==> config.mk <==
export PLATFORM = sky130hd
export DESIGN_NAME = pp_div
export DESIGN_NICKNAME = d
export VERILOG_FILES = /design/src/hdl/pp_pkg.sv /design/src/hdl/pp_div.sv
export SDC_FILE = /design/constraint.sdc
export NUM_CORES = 1
export LEC_CHECK = 0
export BUFFER_PORTS_ARGS = -buffer_cell sky130_fd_sc_hd__buf_4
export CORE_MARGIN = 2
export CORE_UTILIZATION = 41
export CTS_CLUSTER_SIZE = 30
export DETAILED_ROUTE_END_ITERATION = 7
export SKIP_CTS_REPAIR_TIMING = 1
export SLEW_MARGIN = 25
export SYNTH_ARGS = -nofsm -noshare
export SYNTH_HDL_FRONTEND = slang
export SYNTH_SLANG_ARGS = --single-unit
==> constraint.sdc <==
create_clock -name clk -period 6.5 [get_ports clk]
set_input_delay 0.325 -clock clk [delete_from_list [all_inputs] [get_ports clk]]
set_output_delay 0.325 -clock clk [all_outputs]
set_load 0.01 [all_outputs]
==> src/hdl/pp_pkg.sv <==
// Shared types and constants of the point projection block.
package pp_pkg;
	localparam int FRAC_BITS_DEF = 16;
	localparam int WORD_W = 32;
	localparam int IDX_W = 4;
	localparam int REQ_W = 2;
	localparam int VIEW_W = 16;
	localparam int CFG_IDX_W = 2;

	typedef enum logic [1:0] {
		REQ_LOAD_MODEL = 2'd0,
		REQ_LOAD_PROJ  = 2'd1,
		REQ_PROJECT    = 2'd2,
		REQ_UNUSED     = 2'd3
	} req_t;

	typedef enum logic [1:0] {
		CFG_VIEW_X      = 2'd0,
		CFG_VIEW_Y      = 2'd1,
		CFG_VIEW_WIDTH  = 2'd2,
		CFG_VIEW_HEIGHT = 2'd3
	} cfg_reg_t;

	// Clamp a 64 bit signed value into 32 bits signed.
	function automatic logic signed [WORD_W-1:0] sat32(input logic signed [63:0] v);
		logic signed [63:0] hi;
		logic signed [63:0] lo;
		hi = 64'sh0000_0000_7FFF_FFFF;
		lo = -64'sh0000_0000_8000_0000;
		if (v > hi) sat32 = 32'sh7FFF_FFFF;
		else if (v < lo) sat32 = 32'sh8000_0000;
		else sat32 = v[WORD_W-1:0];
	endfunction

	// Divider control between sequencer and divider.
	typedef struct packed {
		logic start;
		logic busy;
		logic done;
	} div_ctl_t;
endpackage

==> src/hdl/pp_div.sv <==
// Serial signed divider, one quotient bit per cycle, saturating result.
module pp_div import pp_pkg::*; #(
	parameter int FRAC_BITS = FRAC_BITS_DEF
) (
	input  logic                     clk,
	input  logic                     arst_n,
	input  logic                     start,
	input  logic signed [WORD_W-1:0] num,
	input  logic signed [WORD_W-1:0] den,
	output logic                     busy,
	output logic                     done,
	output logic signed [WORD_W-1:0] quo
);
	localparam int NW = WORD_W + FRAC_BITS;
	localparam int CW = $clog2(NW + 1);

	logic [NW-1:0]     rem_num_q;
	logic [NW:0]       rem_q;
	logic [WORD_W-1:0] den_abs_q;
	logic              neg_q;
	logic [CW-1:0]     cnt_q;
	logic              busy_q;
	logic              done_q;
	logic [NW:0]       trial;
	logic [NW:0]       shifted;
	logic [NW-1:0]     num_abs;
	logic signed [63:0] qs;

	assign num_abs = num[WORD_W-1] ? NW'(-{{FRAC_BITS{num[WORD_W-1]}}, num}) << FRAC_BITS
		: NW'({{FRAC_BITS{1'b0}}, num}) << FRAC_BITS;
	assign shifted = {rem_q[NW-1:0], rem_num_q[NW-1]};
	assign trial = shifted - (NW+1)'(den_abs_q);

	// Shift in one numerator bit per cycle, restoring subtract.
	always_ff @(posedge clk or negedge arst_n) begin
		if (!arst_n) begin
			busy_q <= 1'b0;
			done_q <= 1'b0;
			cnt_q <= '0;
		end else begin
			done_q <= 1'b0;
			if (start) begin
				busy_q <= 1'b1;
				cnt_q <= CW'(NW);
			end else if (busy_q) begin
				cnt_q <= cnt_q - 1'b1;
				if (cnt_q == CW'(1)) begin
					busy_q <= 1'b0;
					done_q <= 1'b1;
				end
			end
		end
	end

	always_ff @(posedge clk) begin
		if (start) begin
			rem_num_q <= num_abs;
			rem_q <= '0;
			den_abs_q <= den[WORD_W-1] ? WORD_W'(-den) : WORD_W'(den);
			neg_q <= num[WORD_W-1] ^ den[WORD_W-1];
		end else if (busy_q) begin
			if (!trial[NW]) rem_q <= trial;
			else rem_q <= shifted;
			rem_num_q <= {rem_num_q[NW-2:0], ~trial[NW]};
		end
	end

	// Quotient bits accumulate in rem_num_q.
	always_comb begin
		qs = neg_q ? -64'(rem_num_q) : 64'(rem_num_q);
		quo = sat32(qs);
	end

	assign busy = busy_q;
	assign done = done_q;
endmodule

== Yosys cells after proc, flatten, opt, wreduce, memory -nomap -nowiden ==
Cells that the tools add are included.
Storage, ports and cells
  flip-flop bits (word level): 137
  input bits: 67
  output and inout bits: 34
  word-level logic and storage cells: 35
Operators by class
  add/sub/neg operators: 5
  $lt $le $gt $ge: 2
  equality and inequality tests: 1
  mux-type cells: 16
  bitwise operators: 2
  reduce and logical (&&, ||, !) cells: 1
Operators by type and width (count)
  48-bit 2-to-1 mux: 4
  64-bit by 32-bit greater-than comparator with 1-bit output (second input constant): 1
  64-bit by 32-bit less-than comparator with 1-bit output (second input constant): 1
  32-bit 2-to-1 mux: 2
  64-bit 2-to-1 mux: 1
  32-bit negator: 2
  48-bit negator with 64-bit output: 1
  49-bit by 32-bit subtractor with 49-bit output: 1
  31-bit 2-to-1 mux: 1
  6-bit 2-to-1 mux: 2
  6-bit by 1-bit == test with 1-bit output (second input constant): 1
  1-bit 2-to-1 mux: 6
  6-bit by 1-bit subtractor with 6-bit output (second input constant): 1
  2-bit nonzero test: 1
  1-bit NOT: 1
  1-bit XOR: 1

== Longest topological paths before layout ==
Gate-level depths: netlist of run 1.
  word-level depth: 5
  gate-level depth with buffers: 12

== Least setup slack after synthesis of run 1 ==
OpenSTA, ideal clock, no wires.
  path kind: reg2out
  from: reg rem_num_q[37]
  to: out quo[0]
  arrival time: 3131 ps
  slack: 3044 ps
  cell stages (with the launch flop): 8
  cell sequence: edfxtp_1 -> or4_4 -> or4_4 -> or3_4 -> o41ai_1 -> a31oi_1 -> buf_6 -> o21ai_1
Between the ends
  longest elaborated chain between the ends: 5
  elaborated cells between the ends (all ways): 6
Ends and longest elaborated chain
  start: declaration: line pp_div.sv:17  | logic [NW-1:0] rem_num_q;
  start signal: assignment: line pp_div.sv:57  | rem_num_q <= num_abs;
  start signal: assignment: line pp_div.sv:64  | rem_num_q <= {rem_num_q[NW-2:0], ~trial[NW]};
  48-bit negator with 64-bit output: line pp_div.sv:70  | qs = neg_q ? -64'(rem_num_q) : 64'(rem_num_q);
  64-bit 2-to-1 mux *: line pp_div.sv:70
  64-bit by 32-bit less-than comparator with 1-bit output: line pp_pkg.sv:31  | else if (v < lo) sat32 = 32'sh8000_0000;
  32-bit 2-to-1 mux: line pp_pkg.sv:31
  32-bit 2-to-1 mux *: line pp_pkg.sv:30  | if (v > hi) sat32 = 32'sh7FFF_FFFF;
  end: declaration: line pp_div.sv:12  | output logic signed [WORD_W-1:0] quo
Every way passes the cells marked *; elsewhere a longest branch is shown, timed or not.

== Final worst setup path of run 1 ==
  from: reg rem_num_q[5]
  to: out quo[20]
The elaborated chain is that of the path after synthesis.

==> impl_metrics.py, run 1 <==
metrics = {
    "outcome": {
        "status": "finished clean",
    },
    "layout": {
        "layout_commonest_cell": "nand2_1",
        "fill_cells": 2486,
        "syn_to_final_growth_pct": 15.6,
        "nets": 1412,
        "diodes": 0,
        "instances_no_fill": 1650,
        "mostFrequentLayoutCells": "nand2_1 (118), nor2_1 (113), buf_4 (108)",
        "drive_above_1_share": 0.147,
    },
    "grt": {
        "grt_pass1_vias": 8646,
        "overflow": 0,
        "grt_use_total": 0.208,
        "grt_pass1_wl_um": 45100,
        "antenna_found_initial": 0,
        "grt_max_degree": 74,
    },
    "clock_tree": {
        "path_clk_slew_ps": 60,
        "cts_sinks": 137,
        "htree_levels": 4,
        "tritoncts": "built",
        "cts-root-buf": "clkbuf_16",
        "cts_buffers": 17,
        "worstSkewPairLatency_ps": 430,
        "clock_path_buffers": 2,
    },
    "drt": {
        "vias_per_cell": 5.69,
        "drtIter0Drc": 685,
        "drc": 0,
        "drtPass1Iterations": 4,
        "ant_nets": 0,
        "wl_per_cell_um": 16.8,
        "num_vias": 9389,
        "drt-total-wl_um": 27800,
    },
    "worst_setup_path": {
        "cp.required_ps": 6170,
        "cp_slowest_cell": "nor4_2",
        "critPathMaxFanout": 23,
        "worstSetupStartpointType": "flop",
        "worst_r2r_path_depth": 11,
        "path_cells": "nor4_2, nand4_1, o41ai_1, xor2_1, or4_1, nor3_1, a31oi_4, buf_16, o21ai_1, buf_4",
        "r2r_end": "rem_q[46]$_SDFFE_PP0P_",
        "worstPathArrival_ps": 4260,
        "ff2ff_setup_slack_ps": 2590,
        "slowest_delay_ps": 550,
        "critPathBufInv": 2,
        "cp-end-kind": "output port",
        "rr_startpoint": "rem_num_q[47]$_DFFE_PP_",
        "worstSetupPathType": "flop to output port",
        "critPathTopFamily": "simple AND/OR/NAND/NOR gates",
    },
    "synthesis": {
        "synthFlopType": "edfxtp_1",
        "synth_seq_cells": 137,
        "ys_seq_area_frac": 0.338,
        "synth-edff-count": 81,
        "synthesis.area_mm2": 0.0106,
        "synth.avg_cell_area_um2": 8.51,
        "synth_cell_types": 74,
        "syn_inst": 1248,
        "synth_async_sr_flop_share": 0.0584,
        "synth_nets": 1353,
        "yosysWarnings": 0,
    },
    "timing": {
        "setup_tns_ps": 0,
        "period_share": 0.706,
        "maxSlewHeadroom": 0.442,
        "worstMarginPinSlew_ps": 836,
        "hold_viol": 0,
        "rsz0062_at_grt": "no",
        "final.setup_skew_ps": 10.5,
        "min_period_ps": 4590,
        "clock.fmax_mhz": 218,
        "finalSetupViolations": 0,
        "slew_violations": 0,
    },
    "power_and_ir_drop": {
        "powerDensity_mw_per_mm2": 357,
        "ir_worst_vdd_mv": 0.161,
        "p_leak_nw": 4.90,
    },
    "place": {
        "dp.cells": 1616,
        "hpwl_um": 20300,
        "gp_congestion": 0.901,
        "io_buffers": 100,
    },
    "floorplanning": {
        "dieArea_mm2": 0.0272,
        "rows": 58,
        "core_area_mm2": 0.0253,
        "ioPinCount": 101,
        "die_w_um": 165,
        "floorplan.initialDensity": 0.419,
        "die_y_um": 165,
    },
    "hold_path": {
        "hold_class": "primary input to flop",
        "whs_endpoint": "den_abs_q[0]$_DFFE_PP_",
        "holdCritStartpoint": "den[0]",
        "min_path_cells": 1,
    },
    "flow_run": {
        "cap_violations": 0,
    },
}
## worst max-delay path by stage
stage                                    start      end  slack (ps)  depth (start not counted)
finish              rem_num_q[5]$_SDFFCE_PP0P_  quo[20]        1910                         10
global route        rem_num_q[9]$_SDFFCE_PP0P_  quo[16]        1580                         10
CTS                 rem_num_q[5]$_SDFFCE_PP0P_  quo[16]        1800                          9
detailed placement  rem_num_q[5]$_SDFFCE_PP0P_  quo[16]        2270                          9
global placement       rem_num_q[33]$_DFFE_PP_   quo[0]        2310                          7
floorplan              rem_num_q[37]$_DFFE_PP_   quo[0]        3040                          7
## power by group
part / internal, mW / leakage [nW] / switching (mW)
logic: 0.824 / 3.24 / 1.15
registers: 1.11 / 1.34 / 0.186
clock network: 0.709 / 0.323 / 0.399
## area by class of cell
class	count	area, um2	share of cell area
Clock buffer	20	457	0.0372
Clock inverter	12	210	0.0171
Inverter	65	245	0.0200
Multi-Input combinational cell	976	6510	0.530
Sequential cell	137	3590	0.293
Tap cell	330	413	0.0336
Timing Repair Buffer	110	848	0.0691
## synthesized netlist by cell type (7+ instances only)
master      n  area, um2
a211oi_1    8       60.1
a21o_1     10       75.1
a21oi_1    71        355
a311oi_1   22        193
a31oi_1    10       62.6
buf_1       7       26.3
clkbuf_1   56        210
dfrtp_1     8        200
dfxtp_1    48        961
edfxtp_1   81       2430
ha_1       37        463
inv_1      65        244
mux2i_1    18        180
nand2_1   118        443
nand2b_1   12       75.1
nand3_1    23        115
nand4_1    24        150
nor2_1    113        424
nor2b_1    22        138
nor3_1     29        145
nor4_1     16        100
o21ai_0    63        315
o21ai_1    10       50.1
o21ai_2    22        193
o31ai_1    33        248
o41ai_1    20        175
or2_2      11       68.8
or3_1      22        138
or4_1      22        165
xnor2_1    61        534
xor2_1     77        674
## metrics by stage
step | total power, mW | hold WS, ps | setup slack, ps | area (um2) | utilization
final | 4.38 | 113 | 1910 | 12300 | 0.485
after global routing | 4.69 | 107 | 1580 | 12300 | 0.485
after CTS | 4.38 | -302 | 1800 | 12200 | 0.483
after detailed placement | 3.24 | 152 | 2270 | 11600 | 0.457
after global placement | 3.23 | 148 | 2310 | 11600 | 0.457
after floorplan | 2.74 | 29.4 | 3040 | 10600 | -
## metal layers
layer / vias to the layer above / share of wire / GRT usage
met2: 225 / 0.45 / 0.336
li1: 4713 / - / -
met1: 4418 / 0.49 / 0.288
met3: 33 / 0.048 / 0.0326
met4: 0 / 0.016 / 0.0577
met5: - / 0 / 0
## kinds of logic after synthesis
kind of cell	after synthesis	synth area share
flops	137	0.338
fa+ha+maj	38	0.0455
xor+xnor	139	0.115
compound gates	331	0.216
simple gates	449	0.215
buf+inv	135	0.0521
mux	19	0.0180
## state kept, by name (all words and copies together), names as in the netlist
register	flops
neg_q	1
rem_q	48
busy	1
rem_num_q	48
cnt_q	6
done	1
den_abs_q	32
No activity file was read; power rests on OpenSTA's default activity.
==> inputs of run 2 (changes only) <==
- clock period: 6.5 -> 4.35 ns (I/O delays scaled with it)
==> impl_metrics.py, run 2 (synthesized netlist as in run 1, its figures left out) <==
metrics = {
    "grt": {
        "grt_pass1_vias": 8644,
        "grt_use_total": 0.204,
        "gr-max-usage-layer": "met2",
        "overflow": 0,
        "use_met1": 0.297,
        "met3_usage": 0.0269,
        "grt_pass1_wl_um": 44400,
        "use_met2": 0.312,
        "grt_max_degree": 78,
        "antenna_found_initial": 0,
    },
    "timing": {
        "worstMarginPinSlew_ps": 878,
        "min_period_ps": 4150,
        "maxSlewHeadroom": 0.415,
        "slew_violations": 0,
        "hold_viol": 0,
        "period_share": 0.954,
        "final.setup_skew_ps": 8.91,
        "rsz0062_at_grt": "no",
        "finalSetupViolations": 0,
        "clock.fmax_mhz": 241,
    },
    "hold_path": {
        "hold_class": "primary input to flop",
        "holdCritStartpoint": "den[30]",
        "min_path_cells": 2,
        "whs_endpoint": "den_abs_q[30]$_DFFE_PP_",
    },
    "power_and_ir_drop": {
        "power_mw": 6.45,
        "pwr-share-seq": 0.301,
        "switching_share": 0.403,
        "p_sw_mw": 2.60,
        "p_leak_nw": 4.96,
        "pwr-share-comb": 0.467,
        "internal_power_mw": 3.86,
        "clockPowerShare": 0.232,
        "ir_worst_vdd_mv": 0.210,
        "powerDensity_mw_per_mm2": 521,
    },
    "worst_setup_path": {
        "critPathMaxFanout": 22,
        "cp-end-kind": "output port",
        "worstPathArrival_ps": 3930,
        "r2r_end": "rem_q[46]$_SDFFE_PP0P_",
        "worstSetupPathType": "flop to output port",
        "worstSetupStartpointType": "flop",
        "slowest_delay_ps": 550,
        "rr_startpoint": "rem_num_q[47]$_DFFE_PP_",
        "cp.required_ps": 4130,
        "path_cells": "or4_4, or4_4, or4_1, a21boi_0, o21ai_0, nor4_2, a31oi_4, buf_16, o21ai_1, buf_4",
        "worst_r2r_path_depth": 12,
        "ff2ff_setup_slack_ps": 570,
        "cp_slowest_cell": "or4_4",
        "critPathTopFamily": "simple AND/OR/NAND/NOR gates",
        "critPathBufInv": 2,
        "path_depth": 10,
        "crit_top_cell": "or4_4",
    },
    "floorplanning": {
        "rows": 58,
        "die_y_um": 165,
        "floorplan.initialDensity": 0.419,
        "ioPinCount": 101,
        "dieArea_mm2": 0.0272,
        "core_area_mm2": 0.0253,
        "die_w_um": 165,
    },
    "layout": {
        "syn_to_final_growth_pct": 16.6,
        "fill_cells": 2426,
        "nets": 1430,
        "layout_commonest_cell": "buf_4",
        "instances_no_fill": 1668,
        "mostFrequentLayoutCells": "buf_4 (124), nand2_1 (118), nor2_1 (112)",
        "fin_area_mm2": 0.0124,
        "drive_above_1_share": 0.161,
        "diodes": 0,
        "reg_top3": "rem_num_q (48), rem_q (48), den_abs_q (32)",
    },
    "drt": {
        "drc": 0,
        "drt-total-wl_um": 27700,
        "wl_per_cell_um": 16.6,
        "ant_nets": 0,
        "vias_per_cell": 5.70,
        "drtPass1Iterations": 5,
        "num_vias": 9514,
        "drtIter0Drc": 793,
    },
    "clock_tree": {
        "cts-root-buf": "clkbuf_16",
        "cts_buffers": 17,
        "cts_sinks": 137,
        "tritoncts": "built",
        "worstSkewPairLatency_ps": 420,
        "path_clk_slew_ps": 60,
        "htree_levels": 4,
        "clock_path_buffers": 2,
    },
    "place": {
        "dp.cells": 1627,
        "hpwl_um": 20200,
        "gp_congestion": 0.915,
        "io_buffers": 100,
        "dpl-instance-area_mm2": 0.0117,
    },
    "outcome": {
        "status": "finished clean",
    },
    "flow_run": {
        "cap_violations": 0,
    },
}
[run 2: metrics by stage]
step | setup TNS (ps) | setup slack (ps) | util | hold WS (ps)
CTS | -2290 | -136 | 0.484 | -412
finish | 0 | 201 | 0.489 | 91.6
floorplan | 0 | 1000 | - | -78.1
global route | 0 | 1.62 | 0.489 | 82.0
global placement | 0 | 393 | 0.460 | 41.2
detailed placement | 0 | 311 | 0.460 | 40.8
[run 2: worst max-delay path by stage]
stage                                       start      end  slack, ps
after global placement    rem_num_q[37]$_DFFE_PP_  quo[13]        390
final                     rem_num_q[38]$_DFFE_PP_  quo[20]        200
after global routing      rem_num_q[37]$_DFFE_PP_  quo[18]          2
after detailed placement  rem_num_q[37]$_DFFE_PP_  quo[16]        310
after floorplan           rem_num_q[37]$_DFFE_PP_   quo[0]       1000
after CTS                 rem_num_q[37]$_DFFE_PP_  quo[16]       -140
[run 2: power by group through the flow]
stage	clock (mW)	sequential, mW	combinational [mW]
2_1_floorplan	0	1.86	2.24
3_3_place_gp	0	1.95	2.93
3_5_place_dp	0	1.96	2.95
4_1_cts	1.53	1.93	2.97
5_1_grt	1.59	1.98	3.35
6_report	1.50	1.94	3.01
[run 2: per-layer routing]
metal	share of wire	up-vias	wire length, um
met3	0.058	38	1600
met2	0.44	303	12200
met1	0.48	4419	13300
met5	0	-	0
met4	0.019	0	519
li1	-	4754	-
[run 2: layout make-up]
class,count,area [um2],share of cell area
tap,330,413,0.0333
timing repair buffer,128,990,0.0799
sequential,137,3590,0.290
multi-input combinational,976,6550,0.528
clock inverter,14,170,0.0137
inverter,65,245,0.0198
clock buffer,18,429,0.0346
[run 2: worst register-to-register path, cell delays in order (launching register included)]
cell,delay [ps]
edfxtp_1,440
inv_1,210
ha_1,220
fa_1,200
nand2b_1,150
a21oi_1,100
o31a_1,400
a2111oi_0,520
buf_4,220
nor4_1,70
or3_1,450
a211o_1,330
a2111oi_0,340
